## config.mk

```make
export PLATFORM = sky130hd
export DESIGN_NAME = crc16_text_line_end_converter
export DESIGN_NICKNAME = d
export VERILOG_FILES = /design/src/crclec_pkg.sv /design/src/crclec_front.sv /design/src/crclec_opq.sv /design/src/crclec_back.sv /design/src/crc16_text_line_end_converter.sv
export SDC_FILE = /design/constraint.sdc
export NUM_CORES = 1
export LEC_CHECK = 0
export BUFFER_PORTS_ARGS = -buffer_cell sky130_fd_sc_hd__buf_2
export CAP_MARGIN = 20
export CELL_PAD_IN_SITES_DETAIL_PLACEMENT = 0
export CELL_PAD_IN_SITES_GLOBAL_PLACEMENT = 1
export CORE_MARGIN = 4
export CORE_UTILIZATION = 47
export CTS_BUF_LIST = sky130_fd_sc_hd__clkbuf_4 sky130_fd_sc_hd__clkbuf_8 sky130_fd_sc_hd__clkbuf_16
export DETAILED_ROUTE_END_ITERATION = 10
export PLACE_DENSITY = 0.92
export SYNTH_ARGS = -nofsm -noshare
export SYNTH_HDL_FRONTEND = slang
export SYNTH_SLANG_ARGS = --single-unit
```

## constraint.sdc

```tcl
create_clock -name clk -period 4.7 [get_ports clk]
set_input_delay 0.47 -clock clk [delete_from_list [all_inputs] [get_ports clk]]
set_output_delay 0.47 -clock clk [all_outputs]
set_load 0.1 [all_outputs]
```

## src/crclec_pkg.sv

```systemverilog
package crclec_pkg;

  // Width of the internal saturating byte counter
  localparam int COUNT_BITS = 32;
  localparam logic [COUNT_BITS-1:0] COUNT_MAX = '1;

  // Reflected CRC-16, polynomial 0xA001
  localparam logic [15:0] CRC_POLY = 16'hA001;
  localparam logic [7:0]  CHAR_CR  = 8'h0D;
  localparam logic [7:0]  CHAR_LF  = 8'h0A;

  // Register indexes on the configuration port
  localparam logic [1:0] REG_LINE_CONV  = 2'd0;
  localparam logic [1:0] REG_DIRECTION  = 2'd1;
  localparam logic [1:0] REG_CRC_ENABLE = 2'd2;

  // Direction codes
  localparam logic DIR_ARCHIVE = 1'b0;
  localparam logic DIR_EXTRACT = 1'b1;

  // Input action codes
  localparam logic ACT_DATA    = 1'b0;
  localparam logic ACT_RESTART = 1'b1;

  // Operation codes passed from front to back
  localparam logic [1:0] OP_PASS    = 2'd0;
  localparam logic [1:0] OP_DROP    = 2'd1;
  localparam logic [1:0] OP_EXPAND  = 2'd2;
  localparam logic [1:0] OP_RESTART = 2'd3;

  // Operation queue sizing
  localparam int OPQ_DEPTH    = 4;
  localparam int OPQ_PTR_BITS = 2;
  localparam int OPQ_CNT_BITS = 3;

  typedef struct packed {
    logic line_conv;
    logic direction;
    logic crc_enable;
  } cfg_t;

  typedef struct packed {
    logic       action;
    logic [7:0] data_byte;
    logic       final_byte;
  } in_item_t;

  typedef struct packed {
    logic [7:0]  out_byte;
    logic        byte_present;
    logic [15:0] crc_now;
    logic [31:0] bytes_counted;
    logic        run_last;
    logic        file_end;
  } result_t;

  typedef struct packed {
    logic [1:0] kind;
    logic [7:0] data_byte;
    logic       final_byte;
  } op_t;

  // One byte through the reflected CRC, bit by bit
  function automatic logic [15:0] crc_update(input logic [15:0] crc, input logic [7:0] b);
    logic [15:0] c;
    c = crc ^ {8'h00, b};
    for (int i = 0; i < 8; i++) begin
      c = c[0] ? ((c >> 1) ^ CRC_POLY) : (c >> 1);
    end
    return c;
  endfunction

endpackage

```

## src/crclec_front.sv

```systemverilog
module crclec_front (
  input  crclec_pkg::cfg_t     cfg,
  input  logic                 push,
  output logic                 full,
  input  crclec_pkg::in_item_t item,
  output logic                 op_push,
  output crclec_pkg::op_t      op,
  input  logic                 opq_full
);
  import crclec_pkg::*;

  // Accept while the operation queue has room
  assign full    = opq_full;
  assign op_push = push & ~opq_full;

  // Classify the byte under the current mode
  always_comb begin
    op.data_byte  = item.data_byte;
    op.final_byte = item.final_byte;
    if (item.action == ACT_RESTART) begin
      op.kind = OP_RESTART;
    end else if (cfg.line_conv && cfg.direction == DIR_ARCHIVE &&
                 item.data_byte == CHAR_LF) begin
      op.kind = OP_EXPAND;
    end else if (cfg.line_conv && cfg.direction == DIR_EXTRACT &&
                 item.data_byte == CHAR_CR) begin
      op.kind = OP_DROP;
    end else begin
      op.kind = OP_PASS;
    end
  end

endmodule

```

## src/crclec_opq.sv

```systemverilog
module crclec_opq (
  input  logic            clk,
  input  logic            rst,
  input  logic            push,
  input  crclec_pkg::op_t op_in,
  output logic            full,
  input  logic            pop,
  output crclec_pkg::op_t op_out,
  output logic            empty
);
  import crclec_pkg::*;

  op_t                     mem [OPQ_DEPTH];
  logic [OPQ_PTR_BITS-1:0] wr_ptr;
  logic [OPQ_PTR_BITS-1:0] rd_ptr;
  logic [OPQ_CNT_BITS-1:0] count;

  assign full   = (count == OPQ_CNT_BITS'(OPQ_DEPTH));
  assign empty  = (count == '0);
  assign op_out = mem[rd_ptr];

  // Storage, no reset needed
  always_ff @(posedge clk) begin
    if (push) begin
      mem[wr_ptr] <= op_in;
    end
  end

  // Pointers and fill level
  always_ff @(posedge clk) begin
    if (rst) begin
      wr_ptr <= '0;
      rd_ptr <= '0;
      count  <= '0;
    end else begin
      if (push) begin
        wr_ptr <= wr_ptr + 1'b1;
      end
      if (pop) begin
        rd_ptr <= rd_ptr + 1'b1;
      end
      if (push && !pop) begin
        count <= count + 1'b1;
      end else if (!push && pop) begin
        count <= count - 1'b1;
      end
    end
  end

endmodule

```

## src/crclec_back.sv

```systemverilog
module crclec_back (
  input  logic                clk,
  input  logic                rst,
  input  crclec_pkg::cfg_t    cfg,
  input  logic                op_empty,
  input  crclec_pkg::op_t     op,
  output logic                op_pop,
  output logic                empty,
  input  logic                pop,
  output crclec_pkg::result_t result
);
  import crclec_pkg::*;

  logic                  phase;
  logic                  phase_next;
  logic [15:0]           crc;
  logic [15:0]           crc_next;
  logic [COUNT_BITS-1:0] count;
  logic [COUNT_BITS-1:0] count_next;

  logic                  step;
  logic                  first_half;
  logic [7:0]            cur_byte;
  logic [15:0]           crc_cov;
  logic [COUNT_BITS-1:0] cnt_cov;
  result_t               res;

  // Two-entry result buffer
  result_t res_mem [2];
  logic    res_wr_ptr;
  logic    res_rd_ptr;
  logic [1:0] res_count;
  logic    res_pop;

  assign empty   = (res_count == 2'd0);
  assign result  = res_mem[res_rd_ptr];
  assign res_pop = pop & ~empty;

  // Execute one result per cycle while an operation is queued and the buffer has room
  always_comb begin
    step       = ~op_empty & (res_count != 2'd2);
    first_half = (op.kind == OP_EXPAND) & ~phase;
    cur_byte   = first_half ? CHAR_CR : op.data_byte;
    crc_cov    = cfg.crc_enable ? crc_update(crc, cur_byte) : crc;
    cnt_cov    = (count == COUNT_MAX) ? count : count + 1'b1;
    op_pop     = step & ~first_half;
    phase_next = phase;
    crc_next   = crc;
    count_next = count;
    res        = '0;
    if (step) begin
      phase_next = first_half;
      if (op.kind == OP_RESTART) begin
        crc_next     = '0;
        count_next   = '0;
        res.run_last = 1'b1;
      end else begin
        crc_next          = crc_cov;
        count_next        = cnt_cov;
        res.byte_present  = (op.kind != OP_DROP);
        res.out_byte      = (op.kind == OP_DROP) ? 8'h00 : cur_byte;
        res.crc_now       = crc_cov;
        res.bytes_counted = 32'(cnt_cov);
        res.run_last      = ~first_half;
        res.file_end      = ~first_half & op.final_byte;
      end
    end
  end

  // Running state
  always_ff @(posedge clk) begin
    if (rst) begin
      phase <= 1'b0;
      crc   <= '0;
      count <= '0;
    end else begin
      phase <= phase_next;
      crc   <= crc_next;
      count <= count_next;
    end
  end

  // Result buffer storage
  always_ff @(posedge clk) begin
    if (step) begin
      res_mem[res_wr_ptr] <= res;
    end
  end

  // Result buffer control
  always_ff @(posedge clk) begin
    if (rst) begin
      res_wr_ptr <= 1'b0;
      res_rd_ptr <= 1'b0;
      res_count  <= 2'd0;
    end else begin
      if (step) begin
        res_wr_ptr <= ~res_wr_ptr;
      end
      if (res_pop) begin
        res_rd_ptr <= ~res_rd_ptr;
      end
      if (step && !res_pop) begin
        res_count <= res_count + 2'd1;
      end else if (!step && res_pop) begin
        res_count <= res_count - 2'd1;
      end
    end
  end

endmodule

```

## src/crc16_text_line_end_converter.sv

```systemverilog
// Channel   Handshake                     Payload
// input     push / full                   item   (action, data_byte, final_byte)
// result    empty / pop                   result (out_byte .. file_end)
// config    psel penable pwrite pready    paddr, pwdata, prdata
//
// One input byte per cycle while the queue has room; an LF expanded to CR LF
// makes two results in the back end, which emits one result per cycle while
// its buffer has room. The front end classifies and queues up to four
// operations, so input keeps flowing during an expansion. A two-entry result
// buffer lets the back end run while pop is low; results are registered there.
// Synchronous reset clears the CRC, the count and the queues, and resets the registers.
module crc16_text_line_end_converter (
  input  logic                 clk,
  input  logic                 rst,
  input  logic                 push,
  output logic                 full,
  input  crclec_pkg::in_item_t item,
  output logic                 empty,
  input  logic                 pop,
  output crclec_pkg::result_t  result,
  input  logic                 psel,
  input  logic                 penable,
  input  logic                 pwrite,
  input  logic [3:0]           paddr,
  input  logic [31:0]          pwdata,
  output logic [31:0]          prdata,
  output logic                 pready
);
  import crclec_pkg::*;

  cfg_t       cfg;
  logic       cfg_wr;
  logic [1:0] reg_idx;

  logic opq_push;
  op_t  opq_in;
  logic opq_full;
  logic opq_pop;
  op_t  opq_out;
  logic opq_empty;

  assign pready  = 1'b1;
  assign reg_idx = paddr[3:2];
  assign cfg_wr  = psel & penable & pwrite & pready;

  // Configuration registers
  always_ff @(posedge clk) begin
    if (rst) begin
      cfg.line_conv  <= 1'b0;
      cfg.direction  <= DIR_ARCHIVE;
      cfg.crc_enable <= 1'b1;
    end else if (cfg_wr) begin
      unique case (reg_idx)
        REG_LINE_CONV:  cfg.line_conv  <= pwdata[0];
        REG_DIRECTION:  cfg.direction  <= pwdata[0];
        REG_CRC_ENABLE: cfg.crc_enable <= pwdata[0];
        default: ;
      endcase
    end
  end

  // Register readback
  always_comb begin
    unique case (reg_idx)
      REG_LINE_CONV:  prdata = {31'b0, cfg.line_conv};
      REG_DIRECTION:  prdata = {31'b0, cfg.direction};
      REG_CRC_ENABLE: prdata = {31'b0, cfg.crc_enable};
      default:        prdata = 32'b0;
    endcase
  end

  crclec_front u_front (
    .cfg      (cfg),
    .push     (push),
    .full     (full),
    .item     (item),
    .op_push  (opq_push),
    .op       (opq_in),
    .opq_full (opq_full)
  );

  crclec_opq u_opq (
    .clk    (clk),
    .rst    (rst),
    .push   (opq_push),
    .op_in  (opq_in),
    .full   (opq_full),
    .pop    (opq_pop),
    .op_out (opq_out),
    .empty  (opq_empty)
  );

  crclec_back u_back (
    .clk      (clk),
    .rst      (rst),
    .cfg      (cfg),
    .op_empty (opq_empty),
    .op       (opq_out),
    .op_pop   (opq_pop),
    .empty    (empty),
    .pop      (pop),
    .result   (result)
  );

endmodule

```

== After elaboration in Yosys (flattened, before gate mapping) ==
Memory sizes are Yosys's and may differ from the RTL's. A register that Yosys moved wholly into a read port is not among the register bits.
Cells that the tools add are included.
Widths: inputs -> output; s select.

* Bits in writable memories: 162
* Memories: 2
* Output and inout bits: 94
* Bits in registers: 63
* Input port bits: 53

{| class="wikitable"
|+ Memory list
! name !! depth !! width !! read ports !! clocked after Yosys merged registers in !! wr ports !! line !! RTL
|-
| u_back.res_mem || 2 || 59 || 1 || 1 || 1 || crclec_back.sv:29 || <nowiki>result_t res_mem [2];</nowiki>
|-
| u_opq.mem || 4 || 11 || 1 || 1 || 1 || crclec_opq.sv:13 || <nowiki>op_t mem [OPQ_DEPTH];</nowiki>
|}

* Bitwise gates (word level): 25
* Reduce and logical (&&, ||, !) cells: 20
* Muxes and demuxes: 34
* Eq/ne operators: 11
* $add $sub $neg: 7

{| class="wikitable"
|+ Operators with widths
! cell !! number
|-
| $mux 16 || 10
|-
| $mux 32 || 2
|-
| $mux 59 || 1
|-
| $mux 57 || 1
|-
| $add 32x1->32 const B || 1
|-
| $eq 32x32->1 const B || 1
|-
| $not 2->3 || 8
|-
| $eq 8x4->1 const B || 2
|-
| $mux 8 || 2
|-
| $xor 16x8->16 || 1
|-
| $mux 2 || 6
|-
| $mux 1 || 9
|-
| $and 1x1->1 || 8
|-
| $logic_and 1x1->1 || 8
|-
| $not 1->1 || 8
|-
| $add 2x1->2 const B || 3
|-
| $eq 2x2->1 const B || 3
|-
| $mux 3 || 2
|-
| $reduce_and 2->1 || 3
|-
| $eq 2x1->1 const B || 2
|-
| $logic_not 1->1 || 4
|-
| $logic_not 2->1 || 2
|-
| $reduce_bool 2->1 || 2
|-
| $add 3x1->3 const B || 1
|-
| 7 further kinds || 7
|}

== Depth between registers and ports, before layout ==
* Depth in word-level cells: 23
* Depth in mapped cells: 12
* Mapped depth without buffers: 10

== By module ==
Synthesis repeated with hierarchy kept, for this count alone.

* Cell total of the unflattened synthesis: 826
* Area, all modules: 10,465.0 sq um

{| class="wikitable"
|+ By module, submodules not included
! module !! instances !! area each (sq um) !! cells each
|-
| crclec_back || 1 || 7,878.8 || 657
|-
| crclec_opq || 1 || 2,018.2 || 101
|-
| crc16_text_line_end_converter || 1 || 426.7 || 52
|-
| crclec_front || 1 || 141.4 || 16
|}

== Worst setup path before layout ==
No wires, ideal clock.

* Kind: register -> register
* Start: reg u_opq.count[0]
* End: reg u_opq.count[2]
* Cell stages (with the launch flop): 10
* Slack: 0.732 ns
* Data required time: 4.629 ns
* Buffers on the path: 1
* Data arrival time: 3.897 ns
* Setup time: 0.071 ns
* Cell sequence: dfxtp_1 > nor3b_1 > nor2b_1 > clkbuf_1 > ha_1 > inv_1 > fa_1 > xor2_1 > or3_1 > a21oi_1

* Elaborated cells on any way between the ends: 16
* Those cells by class: 2 x add/sub; 1 x eq/ne; 2 x mux; 5 x bitwise; 6 x reduce/logical

{| class="wikitable"
|+ RTL lines
! what !! line !! RTL
|-
| start: declaration || crclec_opq.sv:16 || <nowiki>logic [OPQ_CNT_BITS-1:0] count;</nowiki>
|-
| start signal: assignment || crclec_opq.sv:43 || <nowiki>count <= count + 1'b1;</nowiki>
|-
| start signal: assignment || crclec_opq.sv:45 || <nowiki>count <= count - 1'b1;</nowiki>
|-
| $eq 3x3->1 * || crclec_opq.sv:18 || <nowiki>assign full = (count == OPQ_CNT_BITS'(OPQ_DEPTH));</nowiki>
|-
| net full || crc16_text_line_end_converter.sv:16 || <nowiki>output logic full,</nowiki>
|-
| $not 1->1 * || crclec_front.sv:14 || <nowiki>assign op_push = push & ~opq_full;</nowiki>
|-
| $and 1x1->1 * || crclec_front.sv:14 ||
|-
| net opq_push || crc16_text_line_end_converter.sv:35 || <nowiki>logic opq_push;</nowiki>
|-
| $logic_not 1->1 || crclec_opq.sv:44 || <nowiki>end else if (!push && pop) begin</nowiki>
|-
| $logic_and 1x1->1 || crclec_opq.sv:44 ||
|-
| $reduce_bool 2->1 (no line) || - ||
|}

Mark *: on every way through the listed nets, which the timed path passes. The rest lies on a longest branch. The select of a mux whose other input is x is not followed.
A chain may end at the register's enable or synchronous reset.

==> metrics.txt <==
1st-iter DRT viols 355; H-tree Lvls 1; worst-margin pin slew roughly 1.0 ns; maximum clock path buffer count 3; Setup crit end kind flop; CTS Buf Count 23; Critical Path Max Stage Delay between 0.8 and 0.9 ns; number of global-route vias before repair 6,431; Fin Hold WS 0.169 ns; Ant. Diodes 0; worst min path class input pin to flop; Seq/Total Area, Yosys between 50% and 60%; I/O Buffers 81; Crit-path slowest cell dfxtp_1; headroom to the max-slew limit 31.5%; final WL 19.9 mm; Fin. Hold Viols 0; synth warn 0; Synth Instances around 840; die area 0.0248 mm²; r2r worst-path depth 8; placer congestion estimate 0.804; ys flop type edfxtp_1; most used cell, CP xnor3_1; vias per cell around 5.3; leading area contributor after synthesis edfxtp_1; WP data required 5.17 ns; Die X roughly 160 µm; clk sinks 228; max frequency roughly 300 MHz; dpl hpwl about 13 mm; Synth area leaders edfxtp_1, dfxtp_1, mux2_2; largest net degree at the start of global routing 66; Final period util 70.7%; CTS Root Cell clkbuf_16; Max FO, Critical Path 15; count of final setup violators 0; initial antenna violation count 0; Vias between 6,000 and 7,000; clk_lat worst skew 0.52 ns; CTS tree done; Avg Synthesized Cell Area 12.5 µm²; CP Cell Sequence mux4_1 > xnor3_1 > xnor3_1 > nand2_2 > xor2_2 > mux2i_1 > a211oi_2 > o21ba_1; Slew Limit Fails 0; Post-DRT Antenna Nets 0; clock transition at the registers of the reported paths 0.07 ns; synthesized area 0.0105 mm²; share of cells above drive strength 1 between 20% and 30%; Tot GR Track Use between 10% and 20%; first-pass GRT wire length around 33 mm; 1st-pass router iterations 5; Post-CTS Setup Bufs 0; area grow syn2layout 12.1%; Seq cells post-synth 228; initial core utilization about half; count of cell types in the netlist between 60 and 70; type of the worst setup path flop to flop; unrepaired setup endpoints after global routing false; # IOs 147; DR WL/cell 16.5 µm; Yosys top cell area share 46.3%; critical path arrival 3.80 ns; Clock Skew 0.0255 ns; setup tns final 0 ns; Post-route DRC 0; most frequent cells in the layout edfxtp_1, nor2_1, buf_2, dfxtp_1, mux2_2; commonest non-fill, non-tap cell in the layout edfxtp_1; grt ovf 0; Rows 54; asr flop ratio synth 0%; maxcap violations 0; status complete, no violations; Post-synth EDFFs 162; hold path start item[0]; die height 158 µm; fin nets 968; worst hold path stage count 1; Final min period 3.32 ns; core footprint 0.0219 mm²; CTS-repair resized insts 0; Setup crit start kind flop; # hold bufs at CTS 0
-- through the flow --
stage	instances	worst slack [ns]	util, %	area [µm²]
after floorplan	868	0.732	-	10600
after global placement	1162	1.43	50.4	11000
final	1204	1.38	53.8	11800
after CTS	1204	1.35	53.8	11800
after global routing	1204	1.13	53.8	11800
after detailed placement	1162	1.37	50.4	11000
-- flip-flops by register name, summed over array words and instances, names as in the netlist, named ones only --
signal,flops
cfg,3
u_back.count,32
u_back.crc,16
u_back.phase,1
u_back.res_count,2
u_back.res_mem,118
u_back.res_rd_ptr,1
u_back.res_wr_ptr,1
u_opq.count,3
u_opq.mem,44
u_opq.rd_ptr,2
u_opq.wr_ptr,2
-- metal layers --
metal / part of all wire [%] / global-route usage (%) / vias to the layer above / routed length (µm)
li1: - / - / 3117 / -
met1: 46 / 22.2 / 3099 / 9240
met2: 47 / 26.8 / 139 / 9260
met3: 5.2 / 2.97 / 25 / 1040
met4: 1.6 / 4.34 / 0 / 323
met5: 0 / 0 / - / 0
-- cells in the mapped netlist, drive strengths merged, types with 4 or more instances --
cell type    n
a2bb2oi      7
clkbuf      38
a21o         4
nor2b        4
a21oi       34
and3        17
xor2        33
a211oi       6
xnor2       34
buf         40
and4         8
a22oi       16
nor3        10
and2        11
dfxtp       66
inv          9
or3         12
a31oi        7
nand4        4
nand3       13
nor2       120
mux2i       18
o21ai       27
nand2       31
edfxtp     162
ha           7
mux4        11
mux2        59
-- final cells by class --
class	count	area, µm²
fillers	1854	10100
flip-flops and latches	228	6190
multi-input cells	553	3960
clock buffers	27	606
repair buffers	92	500
well taps	280	350
clock inverters	15	150
inverters	9	33.8
-- critical path: cells and delay by family, from the launching register on --
family           cells  cell delay [ns]
multiplexers         2             0.88
XOR/XNOR             3             0.85
AND/OR/NAND/NOR      1             0.14
AO/OA/AOI/OAI        2             0.58
flip-flops           1             0.82
-- worst paths after layout --
kind	end	slack, ns
worst max-delay path	u_back.crc[0]$_SDFFE_PP0P_	1.38
worst min-delay path	u_opq.mem[3][0]$_DFFE_PP_	0.17
worst max register to register	u_back.crc[0]$_SDFFE_PP0P_	1.38
worst min register to register	u_back.count[12]$_SDFFE_PP0P_	0.49
-- cell families after synthesis --
family	share of synthesized area [%]
other	0.0714
multiplexers	10.5
AND/OR/NAND/NOR	11.0
AO/OA/AOI/OAI	7.21
adder cells (fa/ha/maj)	1.02
buffers and inverters	4.80
flip-flops	58.8
XOR/XNOR	6.55
Power is left out: the tool's default activity adds up to more than one toggle a clock period on the data nets, which glitch-free logic cannot reach.
